File: src/hdl/sdstk_pkg.sv
// ----------------------------------------------------------------------------
// sdstk_pkg
// Types and constants shared by the dual stack controller and datapath.
// ----------------------------------------------------------------------------
`timescale 1ns / 1ps

package sdstk_pkg;

   // field widths
   localparam int REQ_W    = 3;
   localparam int WORD_W   = 32;
   localparam int STATUS_W = 2;
   localparam int SIZE_W   = 5;

   // default store depth
   localparam int DEPTH_DEFAULT = 16;

   // request codes
   localparam logic [REQ_W-1:0] REQ_PUSH_LOW  = 3'd0;
   localparam logic [REQ_W-1:0] REQ_PUSH_HIGH = 3'd1;
   localparam logic [REQ_W-1:0] REQ_POP_LOW   = 3'd2;
   localparam logic [REQ_W-1:0] REQ_POP_HIGH  = 3'd3;
   localparam logic [REQ_W-1:0] REQ_PEEK_LOW  = 3'd4;
   localparam logic [REQ_W-1:0] REQ_PEEK_HIGH = 3'd5;
   localparam logic [REQ_W-1:0] REQ_QUERY     = 3'd6;

   // status codes
   localparam logic [STATUS_W-1:0] STATUS_OK    = 2'd0;
   localparam logic [STATUS_W-1:0] STATUS_FULL  = 2'd1;
   localparam logic [STATUS_W-1:0] STATUS_EMPTY = 2'd2;

   // controller -> datapath commands
   typedef struct packed {
      logic capture;     // latch the request beat
      logic execute;     // update counters / store, issue read
      logic read_done;   // read data is ready for a peek response
   } cmd_type;

   // datapath -> controller status
   typedef struct packed {
      logic peek_hit;    // request is a peek on a non-empty stack
   } sts_type;

endpackage

File: src/hdl/sdstk_ram.sv
// ----------------------------------------------------------------------------
// sdstk_ram
// Generic single write port, single read port RAM with registered read.
// ----------------------------------------------------------------------------
`timescale 1ns / 1ps

module sdstk_ram #(
   parameter  int WIDTH  = 32,
   parameter  int DEPTH  = 16,
   localparam int ADDR_W = (DEPTH > 1) ? $clog2(DEPTH) : 1
) (
   input  logic              clock,
   input  logic              wr_en,
   input  logic [ADDR_W-1:0] wr_addr,
   input  logic [WIDTH-1:0]  wr_data,
   input  logic [ADDR_W-1:0] rd_addr,
   output logic [WIDTH-1:0]  rd_data
);

   logic [WIDTH-1:0] mem_ff [DEPTH];
   logic [WIDTH-1:0] rd_data_ff;

   // write port
   always_ff @(posedge clock) begin
      if (wr_en) begin
         mem_ff[wr_addr] <= wr_data;
      end
   end

   // registered read port
   always_ff @(posedge clock) begin
      rd_data_ff <= mem_ff[rd_addr];
   end

   assign rd_data = rd_data_ff;

endmodule

File: src/hdl/sdstk_ctrl.sv
// ----------------------------------------------------------------------------
// sdstk_ctrl
// Sequencer for one request: capture, execute, optional read wait.
// ----------------------------------------------------------------------------
`timescale 1ns / 1ps

module sdstk_ctrl
   import sdstk_pkg::*;
(
   input  logic    clock,
   input  logic    reset,
   input  logic    start,
   input  sts_type sts,
   output cmd_type cmd,
   output logic    busy
);

   typedef enum logic [2:0] {
      ST_IDLE = 3'b001,
      ST_EXEC = 3'b010,
      ST_READ = 3'b100
   } state_type;

   state_type state_ff, state_in;

   // next state and commands
   always_comb begin
      state_in      = state_ff;
      cmd.capture   = 1'b0;
      cmd.execute   = 1'b0;
      cmd.read_done = 1'b0;
      case (state_ff)
         ST_IDLE: begin
            if (start) begin
               cmd.capture = 1'b1;
               state_in    = ST_EXEC;
            end
         end
         ST_EXEC: begin
            cmd.execute = 1'b1;
            state_in    = sts.peek_hit ? ST_READ : ST_IDLE;
         end
         ST_READ: begin
            cmd.read_done = 1'b1;
            state_in      = ST_IDLE;
         end
         default: begin
            state_in = ST_IDLE;
         end
      endcase
   end

   always_ff @(posedge clock) begin
      if (reset) begin
         state_ff <= ST_IDLE;
      end else begin
         state_ff <= state_in;
      end
   end

   assign busy = (state_ff != ST_IDLE);

endmodule

File: src/hdl/sdstk_dp.sv
// ----------------------------------------------------------------------------
// sdstk_dp
// Dual stack datapath: request latch, stack counters, word store, response.
// ----------------------------------------------------------------------------
`timescale 1ns / 1ps

module sdstk_dp
   import sdstk_pkg::*;
#(
   parameter int DEPTH = DEPTH_DEFAULT
) (
   input  logic                       clock,
   input  logic                       reset,
   input  cmd_type                    cmd,
   output sts_type                    sts,
   input  logic [REQ_W-1:0]           req_type,
   input  logic signed [WORD_W-1:0]   req_push_value,
   output logic                       rsp_strobe,
   output logic [STATUS_W-1:0]        rsp_status,
   output logic signed [WORD_W-1:0]   rsp_top_value,
   output logic                       rsp_store_full,
   output logic [SIZE_W-1:0]          rsp_low_size,
   output logic [SIZE_W-1:0]          rsp_high_size
);

   localparam int ADDR_W = (DEPTH > 1) ? $clog2(DEPTH) : 1;
   localparam int CNT_W  = $clog2(DEPTH + 1);
   localparam int EXT_W  = CNT_W + SIZE_W;
   localparam logic [CNT_W-1:0] DEPTH_C = CNT_W'(DEPTH);

   // request latch
   logic [REQ_W-1:0]  type_ff;
   logic [WORD_W-1:0] value_ff;

   // stack counters
   logic [CNT_W-1:0] low_ff, low_in;
   logic [CNT_W-1:0] high_ff, high_in;

   // response registers
   logic                strobe_ff, strobe_in;
   logic [STATUS_W-1:0] status_ff, status_in;
   logic [WORD_W-1:0]   top_ff, top_in;
   logic                full_ff, full_in;
   logic [SIZE_W-1:0]   low_size_ff, low_size_in;
   logic [SIZE_W-1:0]   high_size_ff, high_size_in;

   // store ports
   logic              wr_en;
   logic [ADDR_W-1:0] wr_addr;
   logic [ADDR_W-1:0] rd_addr;
   logic [WORD_W-1:0] rd_data;

   logic [CNT_W:0]    sum_now, sum_next;
   logic              full_now, low_empty, high_empty;
   logic [CNT_W-1:0]  low_top_idx, high_top_idx, high_push_idx;
   logic [EXT_W-1:0]  low_ext, high_ext;
   logic [STATUS_W-1:0] exec_status;

   always_ff @(posedge clock) begin
      if (cmd.capture) begin
         type_ff  <= req_type;
         value_ff <= req_push_value;
      end
   end

   // occupancy and entry indexes
   assign sum_now       = {1'b0, low_ff} + {1'b0, high_ff};
   assign full_now      = (sum_now >= {1'b0, DEPTH_C});
   assign low_empty     = (low_ff == '0);
   assign high_empty    = (high_ff == '0);
   assign low_top_idx   = low_ff - CNT_W'(1);
   assign high_top_idx  = DEPTH_C - high_ff;
   assign high_push_idx = DEPTH_C - CNT_W'(1) - high_ff;

   assign sts.peek_hit = ((type_ff == REQ_PEEK_LOW)  && !low_empty) ||
                         ((type_ff == REQ_PEEK_HIGH) && !high_empty);

   // request decode: counter updates, store write, status
   always_comb begin
      low_in      = low_ff;
      high_in     = high_ff;
      exec_status = STATUS_OK;
      wr_en       = 1'b0;
      wr_addr     = low_ff[ADDR_W-1:0];
      case (type_ff)
         REQ_PUSH_LOW: begin
            if (full_now) begin
               exec_status = STATUS_FULL;
            end else begin
               wr_en  = cmd.execute;
               low_in = low_ff + CNT_W'(1);
            end
         end
         REQ_PUSH_HIGH: begin
            wr_addr = high_push_idx[ADDR_W-1:0];
            if (full_now) begin
               exec_status = STATUS_FULL;
            end else begin
               wr_en   = cmd.execute;
               high_in = high_ff + CNT_W'(1);
            end
         end
         REQ_POP_LOW: begin
            if (low_empty) begin
               exec_status = STATUS_EMPTY;
            end else begin
               low_in = low_ff - CNT_W'(1);
            end
         end
         REQ_POP_HIGH: begin
            if (high_empty) begin
               exec_status = STATUS_EMPTY;
            end else begin
               high_in = high_ff - CNT_W'(1);
            end
         end
         REQ_PEEK_LOW: begin
            if (low_empty) exec_status = STATUS_EMPTY;
         end
         REQ_PEEK_HIGH: begin
            if (high_empty) exec_status = STATUS_EMPTY;
         end
         default: begin
            // query and the unused code change nothing
         end
      endcase
   end

   assign rd_addr = (type_ff == REQ_PEEK_HIGH) ? high_top_idx[ADDR_W-1:0]
                                               : low_top_idx[ADDR_W-1:0];

   sdstk_ram #(
      .WIDTH (WORD_W),
      .DEPTH (DEPTH)
   ) u_ram (
      .clock   (clock),
      .wr_en   (wr_en),
      .wr_addr (wr_addr),
      .wr_data (value_ff),
      .rd_addr (rd_addr),
      .rd_data (rd_data)
   );

   // sizes after this request, masked to the field width
   assign sum_next = {1'b0, low_in} + {1'b0, high_in};
   assign low_ext  = EXT_W'(low_in);
   assign high_ext = EXT_W'(high_in);

   // response beat
   always_comb begin
      strobe_in    = 1'b0;
      status_in    = status_ff;
      top_in       = top_ff;
      full_in      = full_ff;
      low_size_in  = low_size_ff;
      high_size_in = high_size_ff;
      if ((cmd.execute && !sts.peek_hit) || cmd.read_done) begin
         strobe_in    = 1'b1;
         status_in    = cmd.read_done ? STATUS_OK : exec_status;
         top_in       = cmd.read_done ? rd_data : '0;
         full_in      = (sum_next >= {1'b0, DEPTH_C});
         low_size_in  = low_ext[SIZE_W-1:0];
         high_size_in = high_ext[SIZE_W-1:0];
      end
   end

   always_ff @(posedge clock) begin
      if (reset) begin
         low_ff    <= '0;
         high_ff   <= '0;
         strobe_ff <= 1'b0;
      end else begin
         if (cmd.execute) begin
            low_ff  <= low_in;
            high_ff <= high_in;
         end
         strobe_ff <= strobe_in;
      end
   end

   always_ff @(posedge clock) begin
      status_ff    <= status_in;
      top_ff       <= top_in;
      full_ff      <= full_in;
      low_size_ff  <= low_size_in;
      high_size_ff <= high_size_in;
   end

   assign rsp_strobe     = strobe_ff;
   assign rsp_status     = status_ff;
   assign rsp_top_value  = top_ff;
   assign rsp_store_full = full_ff;
   assign rsp_low_size   = low_size_ff;
   assign rsp_high_size  = high_size_ff;

endmodule

File: src/hdl/shared_dual_stack.sv
// ----------------------------------------------------------------------------
// shared_dual_stack
// Two stacks sharing one word store: low grows up, high grows down.
// ----------------------------------------------------------------------------
//  Channel   Ports                          Handshake
//  request   req_type, req_push_value       start && !busy
//  response  rsp_status .. rsp_high_size    rsp_strobe, one cycle, no stall
//
//  Push, pop and query: a request goes through ST_EXEC and the registered
//  strobe; a successful peek also goes through ST_READ for the store's
//  registered read. No new request is taken while busy; the next may be
//  accepted at the edge that takes the response.
//  Reset clears both stack counters at once; store contents are not cleared.
//  The receiver cannot stall; every response beat is taken when shown.
// ----------------------------------------------------------------------------
`timescale 1ns / 1ps

module shared_dual_stack
   import sdstk_pkg::*;
#(
   parameter int DEPTH = DEPTH_DEFAULT
) (
   input  logic                     clock,
   input  logic                     reset,
   input  logic                     start,
   output logic                     busy,
   input  logic [REQ_W-1:0]         req_type,
   input  logic signed [WORD_W-1:0] req_push_value,
   output logic                     rsp_strobe,
   output logic [STATUS_W-1:0]      rsp_status,
   output logic signed [WORD_W-1:0] rsp_top_value,
   output logic                     rsp_store_full,
   output logic [SIZE_W-1:0]        rsp_low_size,
   output logic [SIZE_W-1:0]        rsp_high_size
);

   cmd_type cmd;
   sts_type sts;

   sdstk_ctrl u_ctrl (
      .clock (clock),
      .reset (reset),
      .start (start),
      .sts   (sts),
      .cmd   (cmd),
      .busy  (busy)
   );

   sdstk_dp #(
      .DEPTH (DEPTH)
   ) u_dp (
      .clock          (clock),
      .reset          (reset),
      .cmd            (cmd),
      .sts            (sts),
      .req_type       (req_type),
      .req_push_value (req_push_value),
      .rsp_strobe     (rsp_strobe),
      .rsp_status     (rsp_status),
      .rsp_top_value  (rsp_top_value),
      .rsp_store_full (rsp_store_full),
      .rsp_low_size   (rsp_low_size),
      .rsp_high_size  (rsp_high_size)
   );

endmodule

File: config.mk
export PLATFORM = sky130hd
export DESIGN_NAME = shared_dual_stack
export DESIGN_NICKNAME = d
export VERILOG_FILES = /design/src/hdl/sdstk_pkg.sv /design/src/hdl/sdstk_ram.sv /design/src/hdl/sdstk_ctrl.sv /design/src/hdl/sdstk_dp.sv /design/src/hdl/shared_dual_stack.sv
export SDC_FILE = /design/constraint.sdc
export NUM_CORES = 1
export LEC_CHECK = 0
export BUFFER_PORTS_ARGS = -buffer_cell sky130_fd_sc_hd__buf_2
export CORE_ASPECT_RATIO = 1.75
export CORE_MARGIN = 5
export CORE_UTILIZATION = 40
export DETAILED_ROUTE_END_ITERATION = 6
export GPL_TIMING_DRIVEN = 0
export SYNTH_ARGS = -nofsm -noshare
export SYNTH_HDL_FRONTEND = slang
export SYNTH_SLANG_ARGS = --single-unit
File: constraint.sdc
create_clock -name clock -period 4.9 [get_ports clock]
set_input_delay 0.245 -clock clock [delete_from_list [all_inputs] [get_ports clock]]
set_output_delay 0.245 -clock clock [all_outputs]
set_load 0.02 [all_outputs]
# ---- Word level (Yosys, flattened, before mapping)
# Memory sizes are Yosys's and may differ from the RTL's. A register that Yosys moved wholly into a read port is not among the register bits.
# Index checks and enable logic that the tools add are counted.
# Widths: inputs -> output; s select.
dict set report classes {
  add_sub_neg 8
  n_mul 0
  div 0
  order_cmp 2
  eq_ne 10
  n_shift 0
  n_mux 24
  bitwise_logic 0
  reduce_logical 14
}
# operator n
set ops {}
lappend ops {{$mux 5} 4}
lappend ops {{$pmux 5 s2} 2}
lappend ops {{$add 5x5->6} 2}
lappend ops {{$ge 6x5->1 const B} 2}
lappend ops {{$add 5x1->5 const B} 2}
lappend ops {{$logic_not 5->1} 2}
lappend ops {{$mux 1} 10}
lappend ops {{$sub 5x1->5 const B} 2}
lappend ops {{$eq 3x2->1 const B} 3}
lappend ops {{$eq 3x3->1 const B} 3}
lappend ops {{$mux 4} 2}
lappend ops {{$eq 3x1->1 const B} 2}
lappend ops {{$mux 3} 2}
lappend ops {{$pmux 2 s3} 1}
lappend ops {{$pmux 3 s2} 1}
lappend ops {{$reduce_or 2->1} 3}
lappend ops {{$mux 2} 2}
lappend ops {{$sub 1x4->4 const A} 1}
lappend ops {{$sub 4x4->4 const A} 1}
lappend ops {{$logic_and 1x1->1} 3}
lappend ops {{$logic_not 1->1} 3}
lappend ops {{$logic_not 3->1} 1}
lappend ops {{$ne 3x1->1 const B} 1}
lappend ops {{$logic_or 1x1->1} 2}
lappend ops {{$ne 2x2->1 const B} 1}
dict set report totals {
  regBits 94
  latchBits 0
  ram_bits 512
  rom_bits 0
  input_bits 38
  out_inout_bits 47
  elab_cells 70
  n_memories 1
}
# name depth width rd rd_ports_with_merged_regs write_ports line_no
set mem_list {}
lappend mem_list {u_dp.u_ram.mem_ff 16 32 1 1 1 sdstk_ram.sv:20} ;# logic [WIDTH-1:0] mem_ff [DEPTH];

# ---- Depth between registers and ports, before layout
dict set report logic_depth {
  word_depth 8
  mapped_depth 16
}

# ---- Hierarchy
# From an unflattened synthesis, not the netlist that was laid out.
dict set report hier_totals {
  hier_cells 1161
  area_unflattened_um2 24081.8
}
# mod n_inst cells_each area_each_um2 seq_area_each_um2
set modules_own_cells {}
lappend modules_own_cells {sdstk_ram 1 838 19835.3 16015.4}
lappend modules_own_cells {sdstk_dp 1 309 4106.4 2622.5}
lappend modules_own_cells {sdstk_ctrl 1 14 140.1 60.1}

# ---- Least setup slack after synthesis
# No wires, ideal clock.
dict set report synth_timing {
  path_kind {register to register}
  startpoint {register u_dp.high_ff[4]}
  endpoint {memory u_dp.u_ram.mem_ff[10][0], enable pin}
  setup_time_ns 0.421
  arrival_ns 3.086
  required_ns 4.479
  slack_ns 1.393
  path_stages_with_launch 7
  n_path_buf 0
  synth_period_minus_slack_ns 3.507
  cell_sequence {dfxtp_1 -> ha_1 -> a2111oi_4 -> o21ai_2 -> nor4_1 -> nand2_1 -> nor2_1}
}
dict set report synth_via {
  elab_chain_cells 6
}
# item line_no
set synth_lines {}
lappend synth_lines {{from (decl)} sdstk_dp.sv:37} ;# logic [CNT_W-1:0] high_ff, high_in;
lappend synth_lines {{from (signal assigned)} sdstk_dp.sv:175} ;# high_ff <= high_in;
lappend synth_lines {{$add 5x5->6} sdstk_dp.sv:67} ;# assign sum_now = {1'b0, low_ff} + {1'b0, high_ff};
lappend synth_lines {{$ge 6x5->1} sdstk_dp.sv:68} ;# assign full_now = (sum_now >= {1'b0, DEPTH_C});
lappend synth_lines {{$mux 1} {sdstk_dp.sv:87, sdstk_dp.sv:96}}
lappend synth_lines {{$mux 1} --}
lappend synth_lines {{$mux 1} sdstk_ram.sv:25} ;# if (wr_en) begin
lappend synth_lines {{$mux 1 (implied by the code)} sdstk_ram.sv:26} ;# mem_ff[wr_addr] <= wr_data;
lappend synth_lines {{to (decl)} sdstk_ram.sv:20}
# No other way between the ends.

# ---- Worst setup path after layout
dict set report layout_timing {
  startpoint {register u_dp.high_ff[0]}
  endpoint {register u_dp.full_ff (netlist: u_dp.rsp_store_full), data pin}
}
dict set report layout_via {
  elab_chain_cells 6
  word_cells_on_any_way 12
  cone_classes {4 x add/sub; 2 x order compare; 5 x mux; 1 x reduce/logical}
}
# item line_no
set layout_lines {}
lappend layout_lines {{$add 5x5->6} sdstk_dp.sv:67}
lappend layout_lines {{$ge 6x5->1} sdstk_dp.sv:68}
lappend layout_lines {{$mux 5} sdstk_dp.sv:96} ;# if (full_now) begin
lappend layout_lines {{$pmux 5 s2 (*)} sdstk_dp.sv:85} ;# case (type_ff)
lappend layout_lines {{net u_dp.high_in[1]} sdstk_dp.sv:37}
lappend layout_lines {{$add 5x5->6 (*)} sdstk_dp.sv:145} ;# assign sum_next = {1'b0, low_in} + {1'b0, high_in};
lappend layout_lines {{$ge 6x5->1 (*)} sdstk_dp.sv:161} ;# full_in = (sum_next >= {1'b0, DEPTH_C});
lappend layout_lines {{to (signal assigned)} sdstk_dp.sv:184} ;# full_ff <= full_in;
lappend layout_lines {{to (decl)} sdstk_dp.sv:43} ;# logic full_ff, full_in;
# The timed path passes the listed nets; every way through them passes the cells marked *.
# A chain may end at the register's enable or synchronous reset.

==> summary.txt <==
Run status
  • Status: finished, violations left
  • Violated checks: DRC

Detailed routing
  • Via Count: roughly 12,000
  • Routed wire length per instance: ~26 um
  • Drt via density: ~5.4
  • Routed Antenna Nets: 0
  • First-pass iteration count of the detailed router: 7
  • Detailed-route wire length: 56,100 um
  • Drt initial violations: approximately 860
  • Remaining DRCs: 1

Logic synthesis
  • Complex-gate fraction of the synthesized area: 1.85%
  • YS warnings: 0
  • Async SR Flop Fraction: 0%
  • Sequential fraction of the synthesis area: approximately three quarters
  • Avg Inst Size Synth: around 21 um^2
  • Seq cells post-synth: between 600 and 700
  • Post-Synth Simple-Gate Area: under 10%
  • Post-Synth Adder-Cell Area: less than 1%
  • Cells after synthesis: between 1,000 and 1,500
  • XOR/XNOR Fraction of Synth Area: less than 1%
  • Synthesized cell area: roughly 24,000 um^2
  • Post-synthesis mux area share: approximately 16%
  • Dominant synthesized flop cell: edfxtp_1
  • Largest family of logic cells by synthesized area: multiplexers
  • Post-synth cell types: 63
  • Syn_nets: between 1,000 and 1,500
  • EDFF count, synth: 592

Power and ir drop
  • Worst vdd ir: roughly 260 uV
  • Power Density: 401 nW/um^2
  • Leak: 0.00938 uW

Hold path
  • Hold Crit Depth: 2
  • Hold/Removal Path Class: in -> reg
  • Hold endpoint: u_dp.value_ff[15]$_DFFE_PP_
  • Beginning of the worst hold path: req_push_value[15]

Die
  • Die height: around 340 um
  • Core Rows: 120
  • Core area: ~60,000 um^2
  • Die Footprint: approximately 66,000 um^2
  • Die width: around 200 um
  • Initial Util: roughly 40%
  • Top Ports: 85

Placement
  • Hpwl dp: between 30,000 and 40,000 um
  • Routability cong.: about 0.85
  • Dpl ws: ~1200 ps
  • Placed insts: ~2,100
  • IO buf count: 84

Finish
  • Final core utilization: between 40% and 50%
  • Fill count: 5,124
  • Fin cells: between 2,000 and 2,500
  • Commonest non-fill, non-tap cell in the layout: edfxtp_1
  • Syn-to-layout area delta: 16.7%
  • Share of layout cells above drive strength 1: ~28%
  • Area of the multi-input gates: around 5500 um^2
  • Commonest cells after routing, fill and taps aside: edfxtp_1, mux4_2, buf_2, mux2i_1, clkbuf_16
  • Layout Nets: roughly 1,400
  • Antenna diode count: 0
  • Register area: between 15,000 and 20,000 um^2

STA
  • Final worst slack: 1110 ps
  • Clock skew: between 20 and 25 ps
  • Slew margin rel.: between 20 and 30%
  • TNS Setup: 0 ps
  • Tcrit/Tclk final: roughly 77%
  • Max Slew Vio Count: 0
  • Hold slack: 358 ps
  • Final setup violation count: 0
  • Worst Tran Pin Value: 1110 ps
  • RSZ-0062 raised after global routing: no
  • Fmax: ~0.26 GHz
  • Final min period: 3790 ps
  • Final hold vios: 0

Global routing
  • Vias in the first global route: 12,600
  • First-pass GRT wire length: about 83,000 um
  • Initial antenna violation count: 1
  • Gr usage total: around 17%
  • Gr ovfl total: 0
  • Largest net degree at the start of global routing: 29

Worst setup path
  • WS Path Type: reg -> reg
  • R2R setup slack: about 1100 ps
  • Maximum net fanout on the critical path: 10
  • Critical R2R Capture: u_dp.rsp_store_full$_DFFE_PP_
  • Start point of the critical path: u_dp.high_ff[0]$_SDFFE_PP0P_
  • CP arrival: between 4000 and 5000 ps
  • Reg2Reg Depth: 16
  • Critical Path Start Type: register
  • Worst flop-to-flop path startpoint: u_dp.high_ff[0]$_SDFFE_PP0P_
  • Critical path capture point type: register
  • WP data required: approximately 5200 ps

Clock network
  • Clock Path Buffers: 3
  • Total CTS buffers: 54
  • Clock root buffer: clkbuf_16
  • Clk_lat worst skew: 600 ps
  • Post-CTS resize count: 0
  • H-Tree Depth: 2
  • Clk sinks: about 640
  • CTS tree: built
  • Worst-path clk slew: 70 ps

Flow run
  • Maxcap violations: 0
[logic make-up (layout without fill, tap and decap cells)]
| kind of cell | Yosys count | in the layout |
|---|---|---|
| AOI/OAI and AO/OA | 62 | 62 |
| xor gates and xnor gates | 7 | 7 |
| adders and majority gates | 12 | 12 |
| buffers and inverters | 63 | 304 |
| DFF | 638 | 638 |
| muxes | 224 | 224 |
| and+or+nand+nor | 158 | 158 |
[metal layers]
metal / vias up / track usage [%] / part of all wire (%)
met4: 0 / 5.76 / 3.2
met1: 6179 / 19.7 / 37
met3: 88 / 2.12 / 4.5
li1: 5151 / - / -
met2: 348 / 31.8 / 55
met5: - / 0 / 0
[registers in the layout, indices dropped and copies added, names as in the netlist, 2 cells and up]
signal and flops:
u_dp.u_ram.mem_ff 512, u_dp.rsp_top_value 32, u_dp.u_ram.rd_data 32, u_dp.value_ff 32
u_dp.high_ff 5, u_dp.low_ff 5, u_dp.rsp_high_size 5, u_dp.rsp_low_size 5
u_ctrl.state_ff 3, u_dp.type_ff 3, u_dp.rsp_status 2
[through the flow]
step | total power (uW) | cell area (um^2)
final | 11400 | 28500
after global routing | 11800 | 28500
after CTS | 11600 | 28500
after detailed placement | 7230 | 26400
after global placement | 7200 | 25900
after floorplan | 6910 | 24400
[area by class of cell]
class / instances / area share, %
repair buffers: 139 / 4.06
flip-flops and latches: 638 / 65.6
well taps: 793 / 3.48
inverters: 6 / 0.0790
clock inverters: 21 / 0.649
multi-input cells: 463 / 19.3
plain buffers: 57 / 1.27
clock buffers: 81 / 5.63
[worst max-delay path by stage]
| stage | to | cells after the start |
|---|---|---|
| after global placement | u_dp.u_ram.mem_ff[13][13]$_DFFE_PP_ | 6 |
| after global routing | u_dp.rsp_store_full$_DFFE_PP_ | 16 |
| final | u_dp.rsp_store_full$_DFFE_PP_ | 16 |
| after CTS | u_dp.rsp_store_full$_DFFE_PP_ | 14 |
| after detailed placement | u_dp.rsp_store_full$_DFFE_PP_ | 14 |
| after floorplan | u_dp.u_ram.mem_ff[10][0]$_DFFE_PP_ | 6 |
[where the power goes]
part	internal [uW]	switching [uW]	leakage (uW)
logic	451	494	0.00272
clock network	2430	1900	0.000877
registers	6070	93.4	0.00578
total	8950	2480	0.00938
[what timing repair did]
action                     in CTS  in global routing
setup endpoints to repair       0                  0
hold buffers                   37                  0
setup buffers                   0                  0
hold endpoints to repair       40                  0
[cells in the mapped netlist, types with 2 or more instances]
| cell | n | area, um^2 |
|---|---|---|
| and2_1 | 33 | 206 |
| mux4_2 | 128 | 2880 |
| nand2_1 | 24 | 90.1 |
| nor3_1 | 15 | 75.1 |
| inv_1 | 6 | 22.5 |
| dfxtp_1 | 46 | 921 |
| or2_2 | 3 | 18.8 |
| edfxtp_1 | 592 | 17800 |
| nor4bb_1 | 2 | 20.0 |
| a21oi_1 | 16 | 80.1 |
| nor3b_1 | 3 | 22.5 |
| xor2_1 | 3 | 26.3 |
| xnor2_1 | 4 | 35.0 |
| nor4_1 | 5 | 31.3 |
| nor2_1 | 46 | 173 |
| nor2b_1 | 4 | 25.0 |
| ha_1 | 12 | 150 |
| a2111oi_0 | 2 | 17.5 |
| nand2b_1 | 2 | 12.5 |
| buf_2 | 25 | 125 |
| a31oi_1 | 9 | 56.3 |
| clkbuf_1 | 14 | 52.6 |
| buf_6 | 14 | 158 |
| a211oi_1 | 2 | 15.0 |
| mux2i_1 | 96 | 961 |
| a22o_1 | 3 | 26.3 |
| and3_1 | 2 | 12.5 |
| a32oi_1 | 2 | 17.5 |
| buf_4 | 3 | 22.5 |
| nand3_1 | 7 | 35.0 |
| o21ai_0 | 9 | 45.0 |
[worst max-delay path: stages, from the launching register on]
cell and delay, ps:
dfxtp_1 330, buf_2 190, inv_1 220, ha_1 250
nor4b_2 630, nor2b_1 100, clkbuf_2 200, nor2_1 160
a21oi_1 60, o221a_2 310, ha_1 360, nand3_1 110
o22ai_1 80, a31oi_1 150, a32oi_1 120, o21ai_0 190
a21oi_1 90
(Power assumes the default switching activity.)
